==> src/design/hfls_ram.sv <==
// ---------------------------------------------------------------------------
// hfls_ram
// Generic single-write, single-read synchronous RAM with registered read.
// ---------------------------------------------------------------------------
module hfls_ram #(
  parameter int Width = 32,
  parameter int Depth = 16
) (
  input  logic                     clk,
  input  logic                     we,
  input  logic [$clog2(Depth)-1:0] waddr,
  input  logic [Width-1:0]         wdata,
  input  logic [$clog2(Depth)-1:0] raddr,
  output logic [Width-1:0]         rdata
);
  logic [Width-1:0] mem [Depth];

  always_ff @(posedge clk) begin
    if (we) mem[waddr] <= wdata;
    rdata <= mem[raddr];
  end
endmodule

==> config.mk <==
export PLATFORM = sky130hd
export DESIGN_NAME = hfls_ram
export DESIGN_NICKNAME = d
export VERILOG_FILES = /design/src/design/hfls_ram.sv
export SDC_FILE = /design/constraint.sdc
export NUM_CORES = 1
export LEC_CHECK = 0
export BUFFER_PORTS_ARGS = -buffer_cell sky130_fd_sc_hd__buf_2
export CAP_MARGIN = 20
export CORE_ASPECT_RATIO = 1.4
export CORE_MARGIN = 4
export CORE_UTILIZATION = 60
export CTS_BUF_LIST = sky130_fd_sc_hd__clkbuf_16
export CTS_CLUSTER_DIAMETER = 120
export DETAILED_ROUTE_END_ITERATION = 8
export PLACE_DENSITY = 0.78
export SETUP_SLACK_MARGIN = 0.5
export SYNTH_ARGS = -nofsm -noshare
export SYNTH_HDL_FRONTEND = slang
export SYNTH_SLANG_ARGS = --single-unit
==> constraint.sdc <==
create_clock -name clk -period 4.64 [get_ports clk]
set_input_delay 0.232 -clock clk [delete_from_list [all_inputs] [get_ports clk]]
set_output_delay 0.232 -clock clk [all_outputs]
set_load 0.02 [all_outputs]
* Word level (Yosys, flattened, before mapping)
Memory sizes are Yosys's and may differ from the RTL's. A register that Yosys moved wholly into a read port is not among the register bits.
Cells that the tools add are included.
** Storage, ports and cells
- Register bits after elaboration :: 0
- Memories :: 1
- Logic and storage cells :: 3
- RAM bits :: 512
** Memory list
- mem :: depth 16, width 32, rd ports 1, clocked after memory_dff 1, wr ports 1, RTL line 16 : logic [Width-1:0] mem [Depth];
** Operators by class
- Multiplexer cells :: 2
** Operator list (count)
- $mux 1 :: 2

* Longest topological paths before layout
- Word-level depth :: 2
- Gate-level depth with buffers :: 5

* Least setup slack after synthesis
OpenSTA, ideal clock, no wires.
- Path kind :: input to register
- Start :: input waddr[2]
- End :: memory mem[0][0], enable pin
- Required time :: 4179 ps
- Arrival :: 2950 ps
- Path slack :: 1228 ps
- Cell stages on the path :: 2
- Buffers on the path :: 0
- Cell sequence :: or3b_2 -> nor3_1
** RTL lines
- from (decl) :: RTL line 11 : input logic [$clog2(Depth)-1:0] waddr,
- to (decl) :: RTL line 16
Straight into the memory's write port.

==> flow_metrics.env <==
export IMPL_die_w_um=162
export IMPL_final_cell_mix="edfxtp_1, mux4_2, buf_2"
export IMPL_clock_latency_ns=0.55
export IMPL_final_hold_viol_count=0
export IMPL_holdPathEnd="mem[0][27]"
export IMPL_post_route_drc_count=0
export IMPL_io_pins=74
export IMPL_layoutNonFillerInstCount=1416
export IMPL_rows=78
export IMPL_clockBufferDepth=3
export IMPL_ff2ff_path_depth=3
export IMPL_postCtsSetupBuffers=0
export IMPL_root_buffer="clkbuf_16"
export IMPL_synth_nets=880
export IMPL_r2r_end="rdata[12]"
export IMPL_tritoncts="yes"
export IMPL_r2r_slack_ns=3.07
export IMPL_die_area_um2=36100
export IMPL_relSlewSlack=0.331
export IMPL_avgViaCountPerCell=6.41
export IMPL_detail_route_antenna_nets=0
export IMPL_clk_pin_slew_ns=0.07
export IMPL_io_buffers=73
export IMPL_hold_class="in -> reg"
export IMPL_syn_inst=838
export IMPL_cp_start_kind="input port"
export IMPL_area_growth_syn_to_layout_pct=12.9
export IMPL_cts_resized=0
export IMPL_hold_depth=1
export IMPL_synth_cell_types=18
export IMPL_crit_fanout=69
export IMPL_cts_buffers=47
export IMPL_initial_utilization=0.611
export IMPL_vias=9073
export IMPL_dr_pass1_iters=5
export IMPL_final_setup_tns_ns=0
export IMPL_cp_required_ns=5.07
export IMPL_peakVddDrop_v=0.000286
export IMPL_core_area_um2=32500
export IMPL_track_usage=0.231
export IMPL_place_congestion=0.707
export IMPL_antenna_cells=0
export IMPL_post_dp_hpwl_um=20400
export IMPL_grt_pass1_vias=9557
export IMPL_drv_cap=0
export IMPL_period_minus_slack_ns=1.85
export IMPL_clock_sinks=544
export IMPL_synth_warnings=0
export IMPL_crit_type="in -> reg"
export IMPL_finalSetupViolations=0
export IMPL_layout_commonest_cell="edfxtp_1"
export IMPL_postCtsHoldBufs=0
export IMPL_p_leak_nw=7.25
export IMPL_tightest_slew_ns=1.00
export IMPL_p_per_area_nw_per_um2=437
export IMPL_synth_top_cells_by_area="edfxtp_1, mux4_2, dfxtp_1, a22oi_1, nand2_1"
export IMPL_antenna_found_initial=1
export IMPL_yosysSeqAreaShare=0.807
export IMPL_finalCritPeriodShare=0.398
export IMPL_nFillCells=1874
export IMPL_clock_skew_ns=0.00994
export IMPL_synth_seq_cells=544
export IMPL_layout_drive_gt1_share=0.311
export IMPL_grt_pass1_wl_um=61400
export IMPL_syn_area_per_cell_um2=23.7
export IMPL_grt_max_degree=70
export IMPL_end_kind="flip-flop"
export IMPL_netlist_top_cell_by_area="edfxtp_1"
export IMPL_rsz0062_at_grt="no"
export IMPL_totalWireLength_um=40200
export IMPL_max_freq_mhz=541
export IMPL_maxSlewViolCount=0
export IMPL_yosysTopAreaCellShare=0.774
export IMPL_outcome="finished clean"
export IMPL_die_h_um=223
export IMPL_timing_rr_start="mem[11][12]"
export IMPL_htreeDepth=2
export IMPL_drt_iter0_markers=1063
export IMPL_avgRoutedWirePerCell_um=28.4
export IMPL_nNetsFinal=983
export IMPL_syn_cell_area_um2=19900
export IMPL_hold_path_startpoint="wdata[27]"
export IMPL_dp_cells=1328
export IMPL_crit_arrival_ns=2.28
export IMPL_gr_total_overflow=0
Yosys cell counts, drive strengths merged:
cell type  count
edfxtp       512
mux4         128
a22oi         64
nand2         33
dfxtp         32
buf           26
clkbuf        17
nor2          13
nor3           4
nand2b         2
nand3b         2
nor2b          2
and2           1
nand3          1
or3b           1
flip-flops by register name (all words and copies together) (netlist names):
name and flops:
rdata 32, mem 512
cell families after synthesis:
kind of cell | after synthesis | synth area share
and+or+nand+nor | 59 | 0.0127
buffers and inverters | 43 | 0.0112
AOI/OAI and AO/OA | 64 | 0.0242
DFF | 544 | 0.807
muxes | 128 | 0.145
critical path, cell delays in order:
cell and delay (ns):
clkbuf_8 0.64, buf_4 0.44, mux4_2 0.55, a22oi_1 0.25, nand2_1 0.09
worst max path at each step:
stage	start	to	slack (ns)	cells after the start
final	raddr[0]	rdata[13]	2.79	5
after floorplan	waddr[2]	mem[0][0]	1.23	2
after detailed placement	waddr[3]	mem[4][27]	1.95	4
after CTS	waddr[3]	mem[4][23]	2.50	4
after global routing	raddr[0]	rdata[2]	2.57	5
after global placement	waddr[3]	mem[4][29]	2.07	4
routing by layer:
layer | global-route usage | wire, um | vias to the layer above
met5 | 0 | 14 | -
met4 | 0.0625 | 899 | 2
met3 | 0.0414 | 2960 | 70
met2 | 0.380 | 21000 | 411
met1 | 0.328 | 15300 | 4824
li1 | - | - | 3766
area by class of cell:
class | instances | area (um2) | share of cell area
clock buffer | 49 | 1230 | 0.0547
clock inverter | 35 | 243 | 0.0108
multi-input combinational | 251 | 3750 | 0.167
sequential | 544 | 16000 | 0.714
tap | 440 | 551 | 0.0246
timing repair buffer | 97 | 638 | 0.0285
power by group:
part           internal [mW]  total, mW  switching, mW  leakage [nW]
Clock                   2.12       3.75           1.63         0.773
Sequential              5.49       5.53         0.0334          4.89
Combinational          0.200      0.514          0.314          1.58
Total                   7.81       9.79           1.98          7.25
per-stage QoR:
| stage | hold WS (ns) | power (mW) | setup WS (ns) | instance area [um2] | utilization |
|---|---|---|---|---|---|
| finish | 0.0536 | 9.79 | 2.79 | 22400 | 0.690 |
| global route | 0.0458 | 10.1 | 2.57 | 22400 | 0.690 |
| CTS | 0.0233 | 9.84 | 2.50 | 22300 | 0.687 |
| detailed placement | 0.618 | 6.14 | 1.95 | 20900 | 0.642 |
| global placement | 0.597 | 6.11 | 2.07 | 20900 | 0.642 |
| floorplan | 0.331 | 5.93 | 1.23 | 19900 | - |
No activity file was read; power rests on OpenSTA's default activity.
